<file path="src/hw/rtl/spe_pkg.sv">
// Shared types and constants of the shifted polynomial evaluator.
package spe_pkg;

  localparam int unsigned QW      = 32;
  localparam int unsigned FRAC    = 16;
  localparam int unsigned NCOEF   = 6;
  localparam int unsigned DEG_W   = 3;
  localparam int unsigned PROD_W  = 2 * QW;
  localparam int unsigned SHIFT_W = PROD_W - FRAC;

  localparam logic [DEG_W-1:0] DEG_MIN = DEG_W'(1);
  localparam logic [DEG_W-1:0] DEG_MAX = DEG_W'(5);

  localparam logic signed [QW-1:0] Q_MAX = {1'b0, {(QW-1){1'b1}}};
  localparam logic signed [QW-1:0] Q_MIN = {1'b1, {(QW-1){1'b0}}};

  typedef logic signed [QW-1:0] q_t;

  typedef enum logic [1:0] {
    S_IDLE,
    S_MUL,
    S_ADD,
    S_DONE
  } state_t;

  typedef struct packed {
    q_t   sum;
    logic ovf;
  } mac_res_t;

  // Clamp a 33-bit sum to 32 bits; report whether clamping happened.
  function automatic mac_res_t sat33(input logic signed [QW:0] v);
    mac_res_t r;
    r.ovf = (v[QW] != v[QW-1]);
    if (!r.ovf) begin
      r.sum = v[QW-1:0];
    end else if (v[QW]) begin
      r.sum = Q_MIN;
    end else begin
      r.sum = Q_MAX;
    end
    return r;
  endfunction

endpackage

</file>
<file path="src/hw/rtl/spe_mac.sv">
// Shared multiply-accumulate unit: registered product, then shift, clamp, add, clamp.
module spe_mac
  import spe_pkg::*;
(
  input  logic     clk,
  input  logic     mul_en,
  input  q_t       mul_a,
  input  q_t       mul_b,
  input  q_t       addend,
  output mac_res_t res
);

  logic signed [PROD_W-1:0]  prod;
  logic signed [SHIFT_W-1:0] shifted;
  logic                      prod_ovf;
  q_t                        prod_sat;
  mac_res_t                  add_res;

  always_ff @(posedge clk) begin
    if (mul_en) begin
      prod <= PROD_W'(mul_a) * PROD_W'(mul_b);
    end
  end

  always_comb begin
    // arithmetic shift right drops the fraction bits (floor)
    shifted  = prod[PROD_W-1:FRAC];
    prod_ovf = (shifted[SHIFT_W-1:QW-1] != {(SHIFT_W-QW+1){1'b0}}) &&
               (shifted[SHIFT_W-1:QW-1] != {(SHIFT_W-QW+1){1'b1}});
    if (!prod_ovf) begin
      prod_sat = shifted[QW-1:0];
    end else if (shifted[SHIFT_W-1]) begin
      prod_sat = Q_MIN;
    end else begin
      prod_sat = Q_MAX;
    end
    add_res = sat33({prod_sat[QW-1], prod_sat} + {addend[QW-1], addend});
    res.sum = add_res.sum;
    res.ovf = add_res.ovf | prod_ovf;
  end

endmodule

</file>
<file path="src/hw/rtl/shifted_polynomial_eval_top.sv">
// Top level of the shifted polynomial evaluator (Horner's rule, Q16.16).
//
// Usage:
//   The input channel (in_valid/in_ready) carries one request: degree,
//   point, origin and coef0..coef5, all signed Q16.16 but degree. The block
//   forms d = point - origin, clamped to 32 bits, then runs Horner's rule
//   from the top coefficient down on one shared multiply-accumulate unit.
//   Each step first registers the 32x32 product, then shifts, clamps,
//   adds the next coefficient and clamps again.
//   The output channel (out_valid/out_ready) returns value and overflow.
// Occupancy:
//   With the degree clamped to 1..5, in_ready stays low from the
//   accepting edge until the result enters the output register, so
//   no new request is taken before the last one is through. The
//   step of the shared multiplier, multiply then add, sets the pace.
// Stall:
//   The result sits in an output register; a new request is taken while
//   it waits. If the next result is done before the receiver takes the
//   old one, hold it in the finishing state until the register frees.
// Reset:
//   rst is synchronous and active high; it drops any request in flight
//   and clears out_valid. No clearing pass is needed.
module shifted_polynomial_eval_top
  import spe_pkg::*;
(
  input  logic             clk,
  input  logic             rst,
  input  logic             in_valid,
  output logic             in_ready,
  input  logic [DEG_W-1:0] degree,
  input  q_t               point,
  input  q_t               origin,
  input  q_t               coef0,
  input  q_t               coef1,
  input  q_t               coef2,
  input  q_t               coef3,
  input  q_t               coef4,
  input  q_t               coef5,
  output logic             out_valid,
  input  logic             out_ready,
  output q_t               value,
  output logic             overflow
);

  state_t           state, state_next;
  q_t               coefs [NCOEF];
  q_t               d;
  q_t               acc;
  logic             ovf;
  logic [DEG_W-1:0] k;
  logic [DEG_W-1:0] deg_in;
  q_t               top_coef;
  mac_res_t         diff;
  mac_res_t         mac;
  logic             accept;
  logic             mul_en;
  logic             out_load;

  // Clamp the requested degree into 1..5.
  always_comb begin
    if (degree < DEG_MIN) begin
      deg_in = DEG_MIN;
    end else if (degree > DEG_MAX) begin
      deg_in = DEG_MAX;
    end else begin
      deg_in = degree;
    end
  end

  // Horner starts from the coefficient at the degree.
  always_comb begin
    case (deg_in)
      3'd1:    top_coef = coef1;
      3'd2:    top_coef = coef2;
      3'd3:    top_coef = coef3;
      3'd4:    top_coef = coef4;
      default: top_coef = coef5;
    endcase
  end

  // Shifted point, clamped; set overflow if clamped.
  assign diff = sat33({point[QW-1], point} - {origin[QW-1], origin});

  spe_mac u_mac (
    .clk    (clk),
    .mul_en (mul_en),
    .mul_a  (acc),
    .mul_b  (d),
    .addend (coefs[k]),
    .res    (mac)
  );

  // Sequencer: next state and strobes.
  always_comb begin
    state_next = state;
    in_ready   = 1'b0;
    mul_en     = 1'b0;
    out_load   = 1'b0;
    unique case (state)
      S_IDLE: begin
        in_ready = 1'b1;
        if (in_valid) begin
          state_next = S_MUL;
        end
      end
      S_MUL: begin
        mul_en     = 1'b1;
        state_next = S_ADD;
      end
      S_ADD: begin
        state_next = (k == '0) ? S_DONE : S_MUL;
      end
      S_DONE: begin
        // hold the result until the output register frees
        if (!out_valid || out_ready) begin
          out_load   = 1'b1;
          state_next = S_IDLE;
        end
      end
      default: begin
        state_next = S_IDLE;
      end
    endcase
  end

  assign accept = in_valid && in_ready;

  always_ff @(posedge clk) begin
    if (rst) begin
      state <= S_IDLE;
    end else begin
      state <= state_next;
    end
  end

  // Working registers: latch the request, then advance one Horner step.
  always_ff @(posedge clk) begin
    if (accept) begin
      coefs[0] <= coef0;
      coefs[1] <= coef1;
      coefs[2] <= coef2;
      coefs[3] <= coef3;
      coefs[4] <= coef4;
      coefs[5] <= coef5;
      d        <= diff.sum;
      ovf      <= diff.ovf;
      acc      <= top_coef;
      k        <= deg_in - DEG_W'(1);
    end else if (state == S_ADD) begin
      acc <= mac.sum;
      ovf <= ovf | mac.ovf;
      if (k != '0) begin
        k <= k - DEG_W'(1);
      end
    end
  end

  // Output register: load the finished result, drop it once taken.
  always_ff @(posedge clk) begin
    if (rst) begin
      out_valid <= 1'b0;
    end else if (out_load) begin
      out_valid <= 1'b1;
    end else if (out_ready) begin
      out_valid <= 1'b0;
    end
  end

  always_ff @(posedge clk) begin
    if (out_load) begin
      value    <= acc;
      overflow <= ovf;
    end
  end

endmodule

</file>
<file path="config.mk">
export PLATFORM = sky130hd
export DESIGN_NAME = shifted_polynomial_eval_top
export DESIGN_NICKNAME = d
export VERILOG_FILES = /design/src/hw/rtl/spe_pkg.sv /design/src/hw/rtl/spe_mac.sv /design/src/hw/rtl/shifted_polynomial_eval_top.sv
export SDC_FILE = /design/constraint.sdc
export NUM_CORES = 2
export LEC_CHECK = 0
export BUFFER_PORTS_ARGS = -buffer_cell sky130_fd_sc_hd__buf_2
export CAP_MARGIN = 20
export CORE_ASPECT_RATIO = 1.4
export CORE_MARGIN = 1.5
export CORE_UTILIZATION = 69
export DETAILED_ROUTE_END_ITERATION = 10
export PLACE_DENSITY = 0.89
export SLEW_MARGIN = 20
export SYNTH_ARGS = -nofsm -noshare
export SYNTH_HDL_FRONTEND = slang
export SYNTH_SLANG_ARGS = --single-unit
</file>
<file path="constraint.sdc">
create_clock -name clk -period 28.2 [get_ports clk]
set_clock_uncertainty 0.1 [all_clocks]
set_input_delay 5.64 -clock clk [delete_from_list [all_inputs] [get_ports clk]]
set_output_delay 5.64 -clock clk [all_outputs]
set_load 0.05 [all_outputs]
</file>
==> summary.md <==
| Metric | Value |
|---|---|
| Most frequent cells in the layout | `fa_1 (1083), inv_1 (1008), nand2_1 (591)` |
| Yosys cell types | `90` |
| Status | `complete, no violations` |
| DRC viols | `0` |
| CP Max Fanout | `32` |
| R2R setup slack | `19.30 ns` |
| H-tree depth | `2` |
| Synthesized cell area | `0.05263 sq mm` |
| Number of synthesized flops with an enable pin | `341` |
| Crit share post-route | `31.55%` |
| Hold WC Path Type | `reg2reg` |
| Slew Limit Fails | `0` |
| Port Buffers | `297` |
| Ys flop type | `edfxtp_1` |
| Peak Freq | `112.4 MHz` |
| Final HPWL DP | `110300 um` |
| CP Capture Type | `flip-flop` |
| I/O pins | `298` |
| Reg clk slew, reported paths | `0.06 ns` |
| Detail Route Antenna Nets | `0` |
| Most common library cell in the layout ignoring fill and taps | `fa_1` |
| Syn nets | `6656` |
| Total track usage | `39.23%` |
| Largest family of logic cells by synthesized area | `adder cells` |
| Worst skew pair latency | `0.58 ns` |
| Post-synthesis mux area share | `2.040%` |
| Synth Instances | `5060` |
| Clk sinks | `347` |
| Area leader, netlist | `fa_1` |
| CP Data Arrival Time | `9.07 ns` |
| Nets | `6816` |
| Synthesis-to-layout area growth | `6.633%` |
| Max Buffers Root-to-Sink | `3` |
| First-pass GRT wire length | `232600 um` |
| Pin count of the biggest net entering global routing | `151` |
| DIE AREA | `0.07796 sq mm` |
| Max-Cap Viols | `0` |
| Worst Max-Slew Pin Slew | `1.134 ns` |
| Initial core utilization | `69.85%` |
| Asr flop ratio synth | `0%` |
| Pre-Repair DR Iteration Count | `10` |
| Antenna violations before repair | `11` |
| Post-DR wirelength/cell | `23.55 um` |
| RSZ-0062 raised after global routing | `no` |
| Drt total wl | `146500 um` |
| Slew headroom | `24.42%` |
| Rows | `119` |
| Setup_tns | `0 ns` |
| Remaining Overflow, GRT | `0` |
| Synth top area share | `41.20%` |
| Req. time, crit path | `28.37 ns` |
| First DRT Iteration DRCs | `3685` |
| Critical setup path kind | `reg2reg` |
| Startpoint Class | `flip-flop` |
| Final setup fails | `0` |
| Synth area leaders | `fa_1 (41%), edfxtp_1 (19%), inv_1 (7.2%)` |
| Placer Congestion | `0.9687` |
| Post-cts sizing count | `0` |
| Yosys Warn Count | `0` |
| Adder-Cell Fraction of Synth Area | `47.33%` |
| Syn_area_per_cell | `10.40 sq um` |
| CTS tree | `yes` |
| Setup bufs post-CTS | `0` |
| Post-synthesis sequential area ratio | `19.69%` |
| Clock root cell | `clkbuf_16` |
| Post-Synth Simple-Gate Area | `13.06%` |
| Die span in x | `236.4 um` |
| CTS Buf Count | `35` |
| Core area | `0.07534 sq mm` |
| DIE HEIGHT | `329.8 um` |
| Hold-fix buffer count after cts | `0` |
| Final Hold Viols | `0` |
| Layout cells sized above 1 | `9.573%` |
| Vias in the first global route | `44090` |
| Via count | `39230` |
| Synth Area in Compound Gates | `6.861%` |
| Clock period minus worst slack | `8.898 ns` |
| Via density | `6.306` |
| Xor/xnor share of the synthesized area | `1.928%` |
| Synth Register Bits | `347` |
## cells in the mapped netlist (7+ instances only)
library cell  instances
a211oi_1             10
a21o_1               69
a21oi_1             170
a222oi_1             15
a22oi_1              33
a31oi_1              12
a32oi_1               9
and2_1              509
and3_1                9
buf_1                 8
buf_2                 7
clkbuf_1            237
edfxtp_1            341
fa_1               1083
ha_1                250
inv_1              1008
maj3_1               10
mux2i_1              33
mux4_2               32
nand2_1             591
nand2b_1             22
nand3_1              26
nand4_1              23
nor2_1              151
nor2b_1              17
nor3_1               18
nor4_1               13
o21a_1               23
o21ai_0              59
o21bai_1             21
o221ai_1             16
o22ai_1              12
xnor2_1              71
xor2_1               43
## registers in the layout, summed over array words and instances (netlist names), named ones only
| name | count |
|---|---|
| d | 32 |
| acc | 32 |
| overflow | 1 |
| coefs | 192 |
| out_valid | 1 |
| value | 32 |
| u_mac.prod | 48 |
| k | 3 |
| state | 2 |
| ovf | 1 |
## per-layer routing
layer | vias up | GRT usage [%] | part of all wire, %
met5 | - | 0 | 0.0089
met4 | 2 | 29.52 | 9.0
met3 | 921 | 9.377 | 11
met2 | 2861 | 65.73 | 49
met1 | 19450 | 43.83 | 31
li1 | 16000 | - | -
## stage by stage
step                hold WS, ns  setup WS, ns  cell area (sq um)  utilization [%]  instances
floorplan                0.3280         14.80              52630                -       5060
global placement         0.3539         18.93              54990            72.99       6150
detailed placement       0.3704         18.79              54990            72.99       6150
CTS                      0.3874         19.32              56080            74.43       6211
global route             0.3945         18.86              56110            74.48       6219
finish                   0.3894         19.30              56120            74.49       6222
## path summary, 6_finish.rpt
kind                            startpoint             end  cells past startpoint
worst max-delay path                  d[5]  u_mac.prod[63]                     27
worst min-delay path                   ovf        overflow                      0
worst min register to register         ovf        overflow                      0
worst max register to register        d[5]  u_mac.prod[63]                     27
## worst max-delay path, stage by stage (launching register included)
cell      delay [ns]
edfxtp_1        0.36
buf_4           0.41
nand2_1         0.23
inv_1           0.13
fa_1            0.38
inv_1           0.26
fa_1            0.47
inv_1           0.23
fa_1            0.50
fa_1            0.82
inv_1           0.42
fa_1            0.61
inv_1           0.06
fa_1            0.50
fa_1            0.50
inv_1           0.06
fa_1            0.52
inv_1           0.05
ha_1            0.35
a21o_1          0.20
a21o_1          0.17
a21oi_1         0.13
o21ai_0         0.11
a211oi_1        0.39
o41a_1          0.21
o211ai_1        0.14
a21oi_1         0.20
xnor2_1         0.09
## logic make-up (layout without fill, tap and decap cells)
family	after synthesis	after routing
compound gates	526	526
xor+xnor	115	115
fa+ha+maj	1343	1343
buf+inv	1265	1449
flops	347	347
mux	66	66
other cells	0	10
simple gates	1398	1398
## layout make-up
type | count | area [sq um]
repair buffers | 379 | 2102
multi-input cells | 3448 | 37540
diodes | 10 | 25.02
clock inverters | 21 | 188.9
fillers | 4698 | 19220
flip-flops and latches | 347 | 10360
clock buffers | 40 | 894.6
inverters | 1009 | 3795
well taps | 968 | 1211
Power is not shown: default switching activity piles up to over one toggle a cycle in this logic, so the estimate is an artifact.
